**src/hdl/assert_macros.svh**
```systemverilog
// assertion macros for rtl files that check themselves; only the responder top level includes them
// depends on nothing; expects clk and rst_n in the including scope
`ifndef ASSERT_MACROS_SVH
`define ASSERT_MACROS_SVH

// implication checked on every clock edge outside reset
`define CHK_IMPL(label, ante, cons, msg) \
  label: assert property (@(posedge clk) disable iff (!rst_n) (ante) |-> (cons)) \
    else $error(msg);

// next-cycle implication checked outside reset
`define CHK_NEXT(label, ante, cons, msg) \
  label: assert property (@(posedge clk) disable iff (!rst_n) (ante) |=> (cons)) \
    else $error(msg);

`endif

```
**src/hdl/bmsbi_pkg.sv**
```systemverilog
// types, constants and the command byte, value mask and frame byte functions for the basic-info responder
// depends on nothing
`default_nettype none

package bmsbi_pkg;

  localparam int NumValues = 22;
  localparam int CmdLen    = 7;
  localparam int FrameLen  = 40;

  localparam logic [1:0] OP_RX    = 2'd0;
  localparam logic [1:0] OP_TICK  = 2'd1;
  localparam logic [1:0] OP_WRITE = 2'd2;

  localparam logic [7:0] BYTE_START  = 8'hDD;
  localparam logic [7:0] BYTE_READ   = 8'h03;
  localparam logic [7:0] BYTE_STATUS = 8'h00;
  localparam logic [7:0] BYTE_LEN    = 8'd33;
  localparam logic [7:0] BYTE_STOP   = 8'h77;
  localparam logic [7:0] MOS_CHG     = 8'h01;
  localparam logic [7:0] MOS_DSG     = 8'h02;
  localparam logic [15:0] TEMP_OFFS  = 16'd2731;
  localparam logic [15:0] YEAR_BASE  = 16'd2000;

  localparam logic [9:0] ELAPSED_MAX = 10'd1023;
  localparam logic [7:0] PENDING_MAX = 8'd255;
  localparam logic [9:0] DELAY_RST   = 10'd15;

  typedef logic [NumValues-1:0][31:0] value_tbl_t;

  typedef struct packed {
    logic take;
    logic busy;
  } bk_stat_t;

  function automatic logic [7:0] cmd_byte(input logic [2:0] pos);
    logic [7:0] b;
    case (pos)
      3'd0:    b = 8'hDD;
      3'd1:    b = 8'hA5;
      3'd2:    b = 8'h03;
      3'd3:    b = 8'h00;
      3'd4:    b = 8'hFF;
      3'd5:    b = 8'hFD;
      3'd6:    b = 8'h77;
      default: b = 8'h00;
    endcase
    return b;
  endfunction

  function automatic logic [31:0] value_mask(input logic [4:0] idx);
    logic [31:0] m;
    case (idx)
      5'd0, 5'd7, 5'd8, 5'd11, 5'd12, 5'd13, 5'd14, 5'd15, 5'd16: m = 32'h0000_00FF;
      5'd9:    m = 32'hFFFF_FFFF;
      default: m = 32'h0000_FFFF;
    endcase
    return m;
  endfunction

  function automatic logic [7:0] frame_byte(input value_tbl_t tbl, input logic [5:0] idx,
                                            input logic [15:0] chk);
    logic [15:0] w;
    logic [15:0] yr;
    logic        hi;
    logic [7:0]  b;
    yr = tbl[6][15:0] - YEAR_BASE;
    w  = 16'd0;
    case (idx)
      6'd4, 6'd5:   w = tbl[1][15:0];
      6'd6, 6'd7:   w = tbl[2][15:0];
      6'd8, 6'd9:   w = tbl[3][15:0];
      6'd10, 6'd11: w = tbl[4][15:0];
      6'd12, 6'd13: w = tbl[5][15:0];
      6'd14, 6'd15: w = (yr << 9) | ({8'd0, tbl[7][7:0]} << 5) | {8'd0, tbl[8][7:0]};
      6'd16, 6'd17: w = tbl[9][31:16];
      6'd18, 6'd19: w = tbl[9][15:0];
      6'd20, 6'd21: w = tbl[10][15:0];
      6'd27, 6'd28: w = tbl[17][15:0] + TEMP_OFFS;
      6'd29, 6'd30: w = tbl[18][15:0] + TEMP_OFFS;
      6'd31, 6'd32: w = tbl[19][15:0] + TEMP_OFFS;
      6'd33, 6'd34: w = tbl[20][15:0] + TEMP_OFFS;
      6'd35, 6'd36: w = tbl[21][15:0] + TEMP_OFFS;
      6'd37, 6'd38: w = chk;
      default:      w = 16'd0;
    endcase
    // pairs start on even bytes up to 21, on odd bytes from 27 on
    hi = (idx < 6'd27) ? ~idx[0] : idx[0];
    b  = hi ? w[15:8] : w[7:0];
    case (idx)
      6'd0:    b = BYTE_START;
      6'd1:    b = BYTE_READ;
      6'd2:    b = BYTE_STATUS;
      6'd3:    b = BYTE_LEN;
      6'd22:   b = tbl[11][7:0];
      6'd23:   b = tbl[12][7:0];
      6'd24:   b = ((tbl[13] != 32'd0) ? MOS_CHG : 8'h00) |
                   ((tbl[14] != 32'd0) ? MOS_DSG : 8'h00);
      6'd25:   b = tbl[15][7:0];
      6'd26:   b = tbl[16][7:0];
      6'd39:   b = BYTE_STOP;
      default: b = b;
    endcase
    return b;
  endfunction

endpackage

`default_nettype wire

```
**src/hdl/bmsbi_outq.sv**
```systemverilog
// two-entry result queue between the frame serializer and the result ports
// depends on nothing
`default_nettype none

module bmsbi_outq (
  input  wire logic       clk,
  input  wire logic       rst_n,
  input  wire logic       wr_en,
  input  wire logic [7:0] wr_byte,
  input  wire logic       wr_end,
  output logic            q_full,
  input  wire logic       pop,
  output logic            empty,
  output logic [7:0]      tx_byte,
  output logic            frame_end
);

  logic [1:0][8:0] ent_r;
  logic            wp_r, wp_nxt;
  logic            rp_r, rp_nxt;
  logic [1:0]      cnt_r, cnt_nxt;
  logic            do_wr, do_rd;

  assign empty     = (cnt_r == 2'd0);
  assign q_full    = (cnt_r == 2'd2);
  assign do_wr     = wr_en & ~q_full;
  assign do_rd     = pop & ~empty;
  assign tx_byte   = ent_r[rp_r][8:1];
  assign frame_end = ent_r[rp_r][0];

  always_comb begin
    wp_nxt  = wp_r ^ do_wr;
    rp_nxt  = rp_r ^ do_rd;
    cnt_nxt = cnt_r + {1'b0, do_wr} - {1'b0, do_rd};
  end

  always_ff @(posedge clk) begin
    if (!rst_n) begin
      wp_r  <= 1'b0;
      rp_r  <= 1'b0;
      cnt_r <= 2'd0;
    end else begin
      wp_r  <= wp_nxt;
      rp_r  <= rp_nxt;
      cnt_r <= cnt_nxt;
    end
  end

  always_ff @(posedge clk) begin
    if (do_wr) begin
      ent_r[wp_r] <= {wr_byte, wr_end};
    end
  end

endmodule

`default_nettype wire

```
**src/hdl/bmsbi_front.sv**
```systemverilog
// front part: command matcher, pending/elapsed counters, value table, job slot
// depends on bmsbi_pkg
`default_nettype none

module bmsbi_front import bmsbi_pkg::*; (
  input  wire logic        clk,
  input  wire logic        rst_n,
  input  wire logic        in_push,
  output logic             in_full,
  input  wire logic [1:0]  in_opcode,
  input  wire logic [7:0]  in_rx_byte,
  input  wire logic [4:0]  in_value_index,
  input  wire logic [31:0] in_value_data,
  input  wire logic [9:0]  delay,
  input  wire bk_stat_t    bk_stat,
  output logic             job_valid,
  output value_tbl_t       tbl
);

  value_tbl_t  tbl_r;
  logic [2:0]  pos_r, pos_nxt;
  logic [7:0]  pend_r, pend_nxt, pend_a;
  logic [9:0]  elap_r, elap_nxt, elap_a;
  logic        job_r, job_nxt;
  logic        acc, wr_en, fire;
  logic [7:0]  val0_n;

  assign acc       = in_push & ~in_full;
  assign in_full   = job_r | bk_stat.busy;
  assign job_valid = job_r;
  assign tbl       = tbl_r;
  assign wr_en     = acc && (in_opcode == OP_WRITE) && (in_value_index < 5'(NumValues));

  always_comb begin
    pos_nxt = pos_r;
    pend_a  = pend_r;
    elap_a  = elap_r;
    if (acc) begin
      case (in_opcode)
        OP_RX: begin
          if (in_rx_byte == cmd_byte(pos_r)) begin
            if (pos_r == 3'(CmdLen - 1)) begin
              pos_nxt = 3'd0;
              if (pend_r == 8'd0) elap_a = 10'd0;
              if (pend_r != PENDING_MAX) pend_a = pend_r + 8'd1;
            end else begin
              pos_nxt = pos_r + 3'd1;
            end
          end else begin
            pos_nxt = 3'd0;
          end
        end
        OP_TICK: begin
          if (elap_r != ELAPSED_MAX) elap_a = elap_r + 10'd1;
        end
        default: begin
        end
      endcase
    end
    // valid entry as it stands after this item's write
    val0_n   = (wr_en && in_value_index == 5'd0) ? in_value_data[7:0] : tbl_r[0][7:0];
    fire     = acc && (pend_a != 8'd0) && (elap_a >= delay);
    pend_nxt = fire ? pend_a - 8'd1 : pend_a;
    elap_nxt = fire ? 10'd0 : elap_a;
    job_nxt  = (job_r & ~bk_stat.take) | (fire & (val0_n != 8'd0));
  end

  always_ff @(posedge clk) begin
    if (!rst_n) begin
      tbl_r  <= '0;
      pos_r  <= 3'd0;
      pend_r <= 8'd0;
      elap_r <= 10'd0;
      job_r  <= 1'b0;
    end else begin
      pos_r  <= pos_nxt;
      pend_r <= pend_nxt;
      elap_r <= elap_nxt;
      job_r  <= job_nxt;
      if (wr_en) begin
        tbl_r[in_value_index] <= in_value_data & value_mask(in_value_index);
      end
    end
  end

endmodule

`default_nettype wire

```
**src/hdl/bmsbi_back.sv**
```systemverilog
// back part: serializes one 40-byte response frame into the result queue
// depends on bmsbi_pkg and bmsbi_outq
`default_nettype none

module bmsbi_back import bmsbi_pkg::*; (
  input  wire logic       clk,
  input  wire logic       rst_n,
  input  wire logic       job_valid,
  input  wire value_tbl_t tbl,
  output bk_stat_t        bk_stat,
  input  wire logic       out_pop,
  output logic            out_empty,
  output logic [7:0]      out_tx_byte,
  output logic            out_frame_end
);

  typedef enum logic [1:0] {
    ST_IDLE = 2'b01,
    ST_SEND = 2'b10
  } bk_state_t;

  bk_state_t   st_r, st_nxt;
  logic [5:0]  cnt_r, cnt_nxt;
  logic [15:0] sum_r, sum_nxt;
  logic [7:0]  cur_byte;
  logic        is_last, push, q_full;

  assign cur_byte     = frame_byte(tbl, cnt_r, 16'd0 - sum_r);
  assign is_last      = (cnt_r == 6'(FrameLen - 1));
  assign push         = (st_r == ST_SEND) & ~q_full;
  assign bk_stat.take = job_valid & (st_r == ST_IDLE);
  assign bk_stat.busy = (st_r == ST_SEND);

  always_comb begin
    st_nxt  = st_r;
    cnt_nxt = cnt_r;
    sum_nxt = sum_r;
    case (st_r)
      ST_IDLE: begin
        if (job_valid) begin
          st_nxt  = ST_SEND;
          cnt_nxt = 6'd0;
          sum_nxt = 16'd0;
        end
      end
      ST_SEND: begin
        if (push) begin
          cnt_nxt = cnt_r + 6'd1;
          // checksum covers bytes 2 through 36
          if (cnt_r >= 6'd2 && cnt_r <= 6'd36) sum_nxt = sum_r + {8'd0, cur_byte};
          if (is_last) st_nxt = ST_IDLE;
        end
      end
      default: st_nxt = ST_IDLE;
    endcase
  end

  always_ff @(posedge clk) begin
    if (!rst_n) begin
      st_r  <= ST_IDLE;
      cnt_r <= 6'd0;
      sum_r <= 16'd0;
    end else begin
      st_r  <= st_nxt;
      cnt_r <= cnt_nxt;
      sum_r <= sum_nxt;
    end
  end

  bmsbi_outq u_outq (
    .clk       (clk),
    .rst_n     (rst_n),
    .wr_en     (push),
    .wr_byte   (cur_byte),
    .wr_end    (is_last),
    .q_full    (q_full),
    .pop       (out_pop),
    .empty     (out_empty),
    .tx_byte   (out_tx_byte),
    .frame_end (out_frame_end)
  );

endmodule

`default_nettype wire

```
**src/hdl/bms_basic_info_responder_core.sv**
```systemverilog
// top level of the basic-info responder: delay register, front and back parts
// depends on bmsbi_pkg, bmsbi_front, bmsbi_back and assert_macros.svh
//
//   channel   ports                                           handshake
//   input     in_opcode in_rx_byte in_value_index in_value_data  in_push / in_full
//   result    out_tx_byte out_frame_end                        out_empty / out_pop
//   config    cfg_data (response delay, 10 bit)                cfg_valid / cfg_ready
//
// one input item per cycle while no frame is in flight
// a request that fires with a valid table holds in_full through the job slot and the serializer
// (one byte per cycle from the serializer while the result queue has room) and longer if out_pop stalls
// the two-entry result queue lets the serializer run up to two bytes ahead of the consumer
// synchronous active-low reset clears the value table and counters and sets the delay to 15 ms
`default_nettype none
`include "assert_macros.svh"

module bms_basic_info_responder_core import bmsbi_pkg::*; (
  input  wire logic        clk,
  input  wire logic        rst_n,
  input  wire logic        in_push,
  output logic             in_full,
  input  wire logic [1:0]  in_opcode,
  input  wire logic [7:0]  in_rx_byte,
  input  wire logic [4:0]  in_value_index,
  input  wire logic [31:0] in_value_data,
  output logic             out_empty,
  input  wire logic        out_pop,
  output logic [7:0]       out_tx_byte,
  output logic             out_frame_end,
  input  wire logic        cfg_valid,
  output logic             cfg_ready,
  input  wire logic [9:0]  cfg_data
);

  logic [9:0] delay_r, delay_nxt;
  logic       job_valid;
  value_tbl_t tbl;
  bk_stat_t   bk_stat;

  assign cfg_ready = 1'b1;
  assign delay_nxt = (cfg_valid & cfg_ready) ? cfg_data : delay_r;

  always_ff @(posedge clk) begin
    if (!rst_n) begin
      delay_r <= DELAY_RST;
    end else begin
      delay_r <= delay_nxt;
    end
  end

  bmsbi_front u_front (
    .clk            (clk),
    .rst_n          (rst_n),
    .in_push        (in_push),
    .in_full        (in_full),
    .in_opcode      (in_opcode),
    .in_rx_byte     (in_rx_byte),
    .in_value_index (in_value_index),
    .in_value_data  (in_value_data),
    .delay          (delay_r),
    .bk_stat        (bk_stat),
    .job_valid      (job_valid),
    .tbl            (tbl)
  );

  bmsbi_back u_back (
    .clk           (clk),
    .rst_n         (rst_n),
    .job_valid     (job_valid),
    .tbl           (tbl),
    .bk_stat       (bk_stat),
    .out_pop       (out_pop),
    .out_empty     (out_empty),
    .out_tx_byte   (out_tx_byte),
    .out_frame_end (out_frame_end)
  );

  `CHK_IMPL(a_full_while_busy, bk_stat.busy || job_valid, in_full, "item taken while a frame is in flight")
  `CHK_NEXT(a_job_taken, bk_stat.take, bk_stat.busy && !job_valid, "frame job not handed to serializer")
  `CHK_IMPL(a_end_is_stop, !out_empty && out_frame_end, out_tx_byte == BYTE_STOP, "frame end without stop byte")
  `CHK_IMPL(a_table_frozen, $past(bk_stat.busy) && bk_stat.busy, $stable(tbl), "value table changed mid-frame")

endmodule

`default_nettype wire

```
**config.mk**
```make
export PLATFORM = sky130hd
export DESIGN_NAME = bms_basic_info_responder_core
export DESIGN_NICKNAME = d
export VERILOG_FILES = /design/src/hdl/bmsbi_pkg.sv /design/src/hdl/bmsbi_outq.sv /design/src/hdl/bmsbi_front.sv /design/src/hdl/bmsbi_back.sv /design/src/hdl/bms_basic_info_responder_core.sv
export VERILOG_INCLUDE_DIRS = /design/src /design/src/hdl
export SDC_FILE = /design/constraint.sdc
export NUM_CORES = 1
export LEC_CHECK = 0
export CAP_MARGIN = 10
export CORE_MARGIN = 8
export CORE_UTILIZATION = 40
export DETAILED_ROUTE_END_ITERATION = 10
export DONT_BUFFER_PORTS = 1
export PLACE_DENSITY_LB_ADDON = 0.25
export SYNTH_ARGS = -nofsm -noshare
export SYNTH_HDL_FRONTEND = slang
export SYNTH_SLANG_ARGS = --single-unit
```
**constraint.sdc**
```tcl
create_clock -name clk -period 6.7 [get_ports clk]
set_input_delay 0.335 -clock clk [delete_from_list [all_inputs] [get_ports clk]]
set_output_delay 0.335 -clock clk [all_outputs]
set_load 0.03 [all_outputs]
```
# After elaboration in Yosys (flattened, before gate mapping)
# Memory sizes are Yosys's and may differ from the RTL's.
# Cells that the tools add are included.
# totals
mem_count	1
out_inout_bits	12
wordCells	222
inputBits	62
rom_bits	768
ff_bits	782
# mem_list
memory	words	word_bits	rd	rd_clocked_by_memory_dff	wr	line	source
(no name shown)	32	24	1	0	0	bmsbi_pkg.sv:53	case (idx)
# classes
addsub	15
n_eq_ne	56
mux	45
n_bitwise	21
magnitude_cmp	10
reduce_logical	39
# ops
op	n
$bwmux 704	1
$pmux 16 s15	1
$demux 32 s5	1
$eq 6x5->1 const B	16
$mux 32	3
$add 16x12->16 const B	5
$mux 8	10
$pmux 8 s10	1
$reduce_bool 32->1	2
$mux 10	5
$eq 6x4->1 const B	8
$eq 6x6->1 const B	8
$mux 16	3
$pmux 8 s6	1
$and 32x32->32	1
$pmux 16 s2	1
$reduce_or 2->1	16
$mux 9	3
$eq 6x3->1 const B	4
$pmux 10 s2	1
$bwmux 18	1
$add 16x8->16	1
$or 16x13->16	1
$or 16x8->16	1
other kinds (53)	91

# Depth between registers and ports, before layout
# Gate-level depths: netlist of run 1.
# depth
word_depth	14
depth_mapped	30
depth_no_buf	27

# By module
# Synthesis of run 1 repeated with hierarchy kept, for this count alone.
# hier_totals
cells_unflattened	3230
hier_area_um2	29961.2
# by_module_without_submodules
mod	n_inst	cells_per_inst	seq_area_each_um2	area_each_um2
bmsbi_front	1	2505	14533.9	24161.9
bmsbi_back	1	640	480.5	4539.4
bmsbi_outq	1	51	620.6	880.8
bms_basic_info_responder_core	1	34	200.2	379.1

# Worst setup path after synthesis of run 1
# No wires, ideal clock.
# synth_path
kind	register -> register
start	register u_back.cnt_r[0]
end	register u_back.sum_r[11]
path_stages_with_launch	29
synth_period_minus_slack_ns	5.512
arrival_ns	5.397
n_path_buf	3
setup_time_ns	0.115
setup_slack_ns	1.188
t_required_ns	6.585
cell_sequence	dfxtp_1 > inv_1 > ha_1 > or2_2 > buf_2 > o21ai_1 > nand2_2 > buf_2 > clkbuf_1 > nand2_1 > o21ai_0 > ha_1 > a31oi_1 > o21ai_0 > a211oi_1 > o21ai_0 > nand3_1 > nand4_1 > a31o_2 > ha_1 > a21o_1 > a21o_1 > a21o_1 > a21o_1 > a21o_1 > a21oi_1 > o21a_1 > nor4_1 > o21ba_2
# synth_between
elab_chain_len	9
word_cells_on_any_way	70
classes_between	1 x add/sub; 3 x order compare; 40 x eq/ne; 7 x mux; 1 x bitwise; 18 x reduce/logical
# synth_lines
element	line	source
start, declared	bmsbi_back.sv:23	logic [5:0] cnt_r, cnt_nxt;
start signal, assigned	bmsbi_back.sv:65	cnt_r <= cnt_nxt;
$eq 6x6->1 (tied with other cells)	bmsbi_pkg.sv:69	case (idx)
$reduce_or 2->1	bmsbi_pkg.sv:69	
$pmux 16 s15	bmsbi_pkg.sv:69	
$mux 8	bmsbi_pkg.sv:89	b = hi ? w[15:8] : w[7:0];
$pmux 8 s10 *	bmsbi_pkg.sv:90	case (idx)
via u_back.cur_byte[0]	bmsbi_back.sv:25	logic [7:0] cur_byte;
$add 16x8->16 *	bmsbi_back.sv:50	if (cnt_r >= 6'd2 && cnt_r <= 6'd36) sum_nxt = sum_r + {8'd0, cur_byte};
$mux 16 *	bmsbi_back.sv:50	
$mux 16 *	bmsbi_back.sv:47	if (push) begin
$pmux 16 s2 *	bmsbi_back.sv:38	case (st_r)
end signal, assigned	bmsbi_back.sv:66	sum_r <= sum_nxt;
end, declared	bmsbi_back.sv:24	logic [15:0] sum_r, sum_nxt;
# The timed path passes the listed nets; every way through them passes the cells marked *. The select of a mux whose other input is x is not followed.
# A chain may end at the register's enable or synchronous reset.

# Worst setup path after layout of run 1
# Same ends and word-level chain as after synthesis.

==> results of run 1 <==
==> per-layer routing <==
layer	global-route usage	share of wire
met5	0	0
met4	0.0774	0.034
met3	0.0309	0.058
met2	0.343	0.45
met1	0.281	0.46
==> per-stage QoR <==
stage	total power, uW	util	hold slack, ns
after global routing	5900	0.454	0.0466
after detailed placement	3130	0.412	0.401
after floorplan	2990	-	0.430
after CTS	5750	0.454	0.0108
after global placement	3120	0.412	0.401
final	5710	0.454	0.0621
==> cell usage in the layout, fill, tap and decap left out, drive strengths merged, types with 7 or more instances in the layout <==
cell / synthesis / layout
inv: 42 / 44
xor2: 17 / 17
edfxtp: 18 / 18
and2: 59 / 59
a221oi: 16 / 16
o31ai: 9 / 9
o21a: 8 / 8
dfxtp: 395 / 395
ha: 43 / 43
o211ai: 14 / 14
a222oi: 14 / 14
clkbuf: 140 / 68
buf: 16 / 31
nor2: 371 / 371
or2: 14 / 14
nand3: 40 / 40
mux2: 14 / 14
nor3: 33 / 33
nor4: 35 / 35
dlygate4sd3: 0 / 29
nand4: 25 / 25
mux2i: 105 / 105
o2111ai: 7 / 7
and3: 22 / 22
or3: 12 / 12
xnor2: 27 / 27
nor2b: 11 / 11
o21ai: 71 / 71
a31oi: 12 / 12
a2111oi: 7 / 7
a221o: 7 / 7
a21o: 12 / 12
nand2b: 9 / 9
nand2: 346 / 346
a21oi: 264 / 264
a22oi: 38 / 38
a22o: 9 / 9
==> state kept, by name (all words and copies together), names as in the netlist <==
name,cells
u_front.job_valid,1
u_back.u_outq.rp_r,1
u_front.tbl,335
u_back.sum_r,16
u_back.u_outq.cnt_r,2
u_back.st_r,2
u_front.pend_r,8
u_front.elap_r,10
u_front.pos_r,3
u_back.u_outq.ent_r,18
u_back.cnt_r,6
u_back.u_outq.wp_r,1
delay_r,10
==> synth_stat cells (12+ instances only) <==
| cell type | n |
|---|---|
| o21ai_0 | 69 |
| nor4_1 | 35 |
| a221oi_1 | 16 |
| a21oi_1 | 264 |
| xnor2_1 | 27 |
| mux2_2 | 13 |
| or2_2 | 14 |
| o211ai_1 | 14 |
| and2_1 | 56 |
| nor3_1 | 33 |
| mux2i_1 | 104 |
| a21o_1 | 12 |
| xor2_1 | 17 |
| and3_1 | 17 |
| edfxtp_1 | 18 |
| nand3_1 | 40 |
| dfxtp_1 | 395 |
| a22oi_1 | 38 |
| inv_1 | 42 |
| nand2_1 | 344 |
| a222oi_1 | 14 |
| clkbuf_1 | 139 |
| a31oi_1 | 12 |
| ha_1 | 43 |
| nand4_1 | 24 |
| nor2_1 | 362 |
==> layout make-up <==
type / count / share of cell area
Clock buffer: 68 / 0.0632
Sequential cell: 413 / 0.391
Timing Repair Buffer: 60 / 0.0296
Inverter: 42 / 0.00763
Tap cell: 615 / 0.0356
Multi-Input combinational cell: 1745 / 0.465
Clock inverter: 13 / 0.00821
==> how the worst max path moves through the flow <==
stage                          startpoint               end  slack, ns  cells past startpoint
after floorplan           u_back.cnt_r[0]  u_back.sum_r[11]       1.19                     28
after global placement    u_back.cnt_r[0]  u_back.sum_r[11]       0.92                     25
after detailed placement  u_back.cnt_r[0]  u_back.sum_r[11]       0.76                     25
after CTS                 u_back.cnt_r[0]  u_back.sum_r[11]       0.72                     25
after global routing      u_back.cnt_r[0]  u_back.sum_r[12]       0.16                     27
final                     u_back.cnt_r[0]  u_back.sum_r[11]       0.61                     25
==> where the power goes <==
group	total, uW	internal, uW	switching (uW)
clock	2570	1560	1010
combinational	598	181	417
sequential	2540	2510	26.0
==> cell families after synthesis <==
logic type | synth area share
buffers and inverters | 0.0395
AOI/OAI and AO/OA | 0.171
muxes | 0.0632
xor gates and xnor gates | 0.0200
adders and majority gates | 0.0290
and+or+nand+nor | 0.238
other | 0.000195
DFF | 0.439
==> repair_timing <==
item / 4_1_cts / 5_1_grt
hold endpoints to repair: 211 / 0
hold buffers: 37 / 0
resized for setup: 0 / 0
==> flow_summary.ini, run 1 <==
[yosys]
synthDominantCellAreaShare = 0.411
ys_seq_area_frac = 0.439
synth_seq_cells = 413
synth-edff-count = 18
yosys.area.top_type = dfxtp_1
synth-main-ff-cell = dfxtp_1
yosys_warnings = 0
synth_cell_type_count = 88
synthCells = 2356
synth_area_mm2 = 0.0192
async_flop_share = 0
synth_area_leaders = dfxtp_1 41%, nor2_1 7.1%, a21oi_1 6.9%
syn_area_per_cell_um2 = 8.16
syn-num-nets = 2462

[power_and_ir_drop]
ir_drop_uv = 191
leakagePower_uw = 0.00761
pwr_density_cell_mw_per_mm2 = 264

[routing]
viasPerCell = 5.67
drtIter0Drc = 1552
first_pass_iters = 6
wl_per_cell_um = 20.5
routed_wl_um = 60700
drcViolationCount = 0
routed-via-count = 16800
ant_nets = 0

[setup_path]
crit_arrival_ns = 6.54
r2r_slack_ns = 0.61
cp_top_family = compound AO/OA/AOI/OAI gates
cp_num_buf_inv = 2
slowest_delay_ns = 0.45
cp_common_cell = a21o_1
crit_path_start_kind = flop
critPathMaxFanout = 15
cpMaxStageDelayCell = dfxtp_1
endpoint_kind = flop
reg2reg_from = u_back.cnt_r[0]
rr_endpoint = u_back.sum_r[11]
r2r_cells = 25
crit_type = flop to flop
required_ns = 7.15

[floorplanning]
ios = 74
die-area_mm2 = 0.0554
chipWidth_um = 235
core_area_mm2 = 0.0476
start_util = 0.404
die_y_um = 235
rows = 80

[finish]
fillCellCount = 4679
final_cells = 2956
final_area_mm2 = 0.0216
multiInputGateArea_mm2 = 0.0101
drive_above_1_share = 0.0743
nNetsFinal = 2414
num_antenna_cells = 0
final-seq-area_mm2 = 0.00845
area_growth_pct = 12.5

[global_route]
grt_antenna_before_repair = 0
overflow = 0
grtUsageTotal = 0.211
grt_pass1_wl_um = 93700
grt_max_degree = 206
grt_pass1_vias = 16000

[placed_design]
portBuffers = 0
hpwl_um = 41000
gp_congestion = 0.880
dpl_cell_area_mm2 = 0.0196
post-place-ws_ns = 0.761
dp_cells = 2837

[hold_path]
min_from = rst_n
min_path_cells = 2
hold_path_class = primary input to flop
whs_endpoint = u_front.elap_r[1]

[run]
max-cap-violations = 0

[cts]
h-tree-depth = 2
cts.path.max_buffers = 3
cts_tree = yes
clkTransAtPathRegs_ns = 0.06
cts_setup_buffers = 0
clockRootBuffer = clkbuf_16
cts_buffers = 46
clk_latency_ns = 0.57
clkSinkCount = 413

[sta]
fin_crit_sh = 0.909
fmax_ghz = 0.164
period_needed_ns = 6.09
tns_ns = 0
finalSetupViolations = 0
finClkSkew_ns = 0.0142
worst_pin_slew_ns = 1.17
final-hold-violation-count = 0
rsz0062_at_grt = no
worst_slack_ns = 0.609
slew_headroom = 0.212
final_max_slew_viol_count = 0

[run_status]
status = finished clean
Power figures use the tool's default switching activity.
==> inputs of run 2 (changes only) <==
--- a/config.mk
+++ b/config.mk
@@ -7,10 +7,13 @@
 export NUM_CORES = 1
 export LEC_CHECK = 0
 export CAP_MARGIN = 10
+export CELL_PAD_IN_SITES_DETAIL_PLACEMENT = 0
+export CELL_PAD_IN_SITES_GLOBAL_PLACEMENT = 1
 export CORE_MARGIN = 8
 export CORE_UTILIZATION = 40
 export DETAILED_ROUTE_END_ITERATION = 10
 export DONT_BUFFER_PORTS = 1
+export GPL_ROUTABILITY_DRIVEN = 0
 export PLACE_DENSITY_LB_ADDON = 0.25
 export SYNTH_ARGS = -nofsm -noshare
 export SYNTH_HDL_FRONTEND = slang
==> flow_summary.ini, run 2 (synthesized netlist as in run 1, its figures left out) <==
[run_status]
status = finished clean

[cts]
clk_latency_ns = 0.58
cts_buffers = 47
cts-resized-gates = 0
cts_tree = yes
h-tree-depth = 2
clkSinkCount = 413
clockRootBuffer = clkbuf_16
cts.path.max_buffers = 3
cts_setup_buffers = 0
clkTransAtPathRegs_ns = 0.06

[routing]
routed_wl_um = 61300
routed-via-count = 16700
drcViolationCount = 0
ant_nets = 0
first_pass_iters = 5
viasPerCell = 5.64
wl_per_cell_um = 20.7
drtIter0Drc = 1472

[floorplanning]
core_area_mm2 = 0.0476
chipWidth_um = 235
ios = 74
die_y_um = 235
die-area_mm2 = 0.0554
rows = 80
start_util = 0.404

[finish]
layout_common_cells = 395 x dfxtp_1, 361 x nor2_1, 344 x nand2_1
drive_above_1_share = 0.0750
multiInputGateArea_mm2 = 0.0101
largest_register_ffs = 335
final-seq-area_mm2 = 0.00845
nNetsFinal = 2417
num_antenna_cells = 0
mostFrequentLayoutCell = dfxtp_1
final_util = 0.454
area_growth_pct = 12.6
fillCellCount = 4721

[power_and_ir_drop]
ir_drop_uv = 182
pwr_density_cell_mw_per_mm2 = 266
leakagePower_uw = 0.00763

[global_route]
grt_pass1_wl_um = 93900
grt_antenna_before_repair = 0
grt_max_degree = 163
grt_pass1_vias = 15700
overflow = 0
grtUsageTotal = 0.213

[sta]
slew_headroom = 0.219
period_needed_ns = 6.01
finClkSkew_ns = 0.0179
tns_ns = 0
final-hold-violation-count = 0
rsz0062_at_grt = no
final_max_slew_viol_count = 0
worst_pin_slew_ns = 1.17
finalSetupViolations = 0
fin_crit_sh = 0.898
fmax_ghz = 0.166

[setup_path]
cp_num_buf_inv = 2
crit_path_start_kind = flop
required_ns = 7.16
critPathMaxFanout = 23
cpMaxStageDelayCell = dfxtp_1
crit_arrival_ns = 6.48
crit_type = flop to flop
cp_top_family = compound AO/OA/AOI/OAI gates
cp_common_cell = a21o_1
cp_cell_sequence = inv_1 -> ha_1 -> or2_2 -> o21ai_1 -> nand2_2 -> buf_4 -> o2bb2ai_1 -> o211ai_1 -> a21boi_0 -> mux2i_1 -> o211ai_1 -> nand3_1 -> ha_1 -> a21o_1 -> a21o_1 -> a21o_1 -> a21o_1 -> a21o_1 -> a21oi_1 -> o21a_1 -> nor4_1 -> o21ba_2
endpoint_kind = flop
slowest_delay_ns = 0.45
cp.depth = 22
r2r_cells = 22

[hold_path]
hold_path_class = primary input to flop
min_path_cells = 3

[placed_design]
portBuffers = 0
hpwl_um = 40800

[run]
max-cap-violations = 0
run 2: timing repair:
item	CTS	global route
hold endpoints to repair	214	0
hold buffers	37	0
setup endpoints to repair	0	0
run 2: worst reg2reg max path: cells and delay by family (launching register included):
family | cells | cell delay, ns
AO/OA/AOI/OAI | 13 | 3.49
adder cells (fa/ha/maj) | 2 | 0.61
buffers and inverters | 2 | 0.40
flip-flops | 1 | 0.45
multiplexers | 1 | 0.13
AND/OR/NAND/NOR | 4 | 0.84
run 2: through the flow:
stage | hold WS (ns) | instance area (um^2) | instances | power, uW | setup slack [ns]
after floorplan | 0.430 | 19200 | 2356 | 2990 | 1.19
after global placement | 0.402 | 19600 | 2839 | 3130 | 1.03
after detailed placement | 0.406 | 19600 | 2839 | 3140 | 0.833
after CTS | 0.0110 | 21600 | 2960 | 5810 | 0.748
after global routing | 0.0595 | 21700 | 2961 | 5970 | 0.194
final | 0.0492 | 21700 | 2961 | 5760 | 0.686
run 2: where the power goes:
part | internal, uW | switching (uW) | total [uW] | leakage, uW
clock network | 1580 | 1030 | 2610 | 0.000760
logic | 184 | 424 | 608 | 0.00353
registers | 2510 | 26.0 | 2540 | 0.00334
run 2: per-layer routing:
layer | routed length, um | GRT usage | vias up
li1 | - | - | 8102
met3 | 3580 | 0.0387 | 116
met1 | 28100 | 0.283 | 7963
met2 | 27500 | 0.341 | 524
met4 | 2190 | 0.0829 | 0
met5 | 0 | 0 | -
run 2: path summary, 6_finish.rpt:
kind	from	end	slack (ns)
worst min-delay path	in_opcode[0]	u_front.elap_r[9]	0.05
worst max register to register	u_back.cnt_r[0]	u_back.sum_r[11]	0.69
worst min register to register	u_front.tbl[321]	u_front.tbl[321]	0.45
worst max-delay path	u_back.cnt_r[0]	u_back.sum_r[11]	0.69
run 2: final cells by class:
cell class,count,area share
Clock buffer,68,0.0621
Clock inverter,16,0.00977
Inverter,42,0.00763
Multi-Input combinational cell,1745,0.465
Sequential cell,413,0.390
Tap cell,615,0.0355
Timing Repair Buffer,62,0.0301
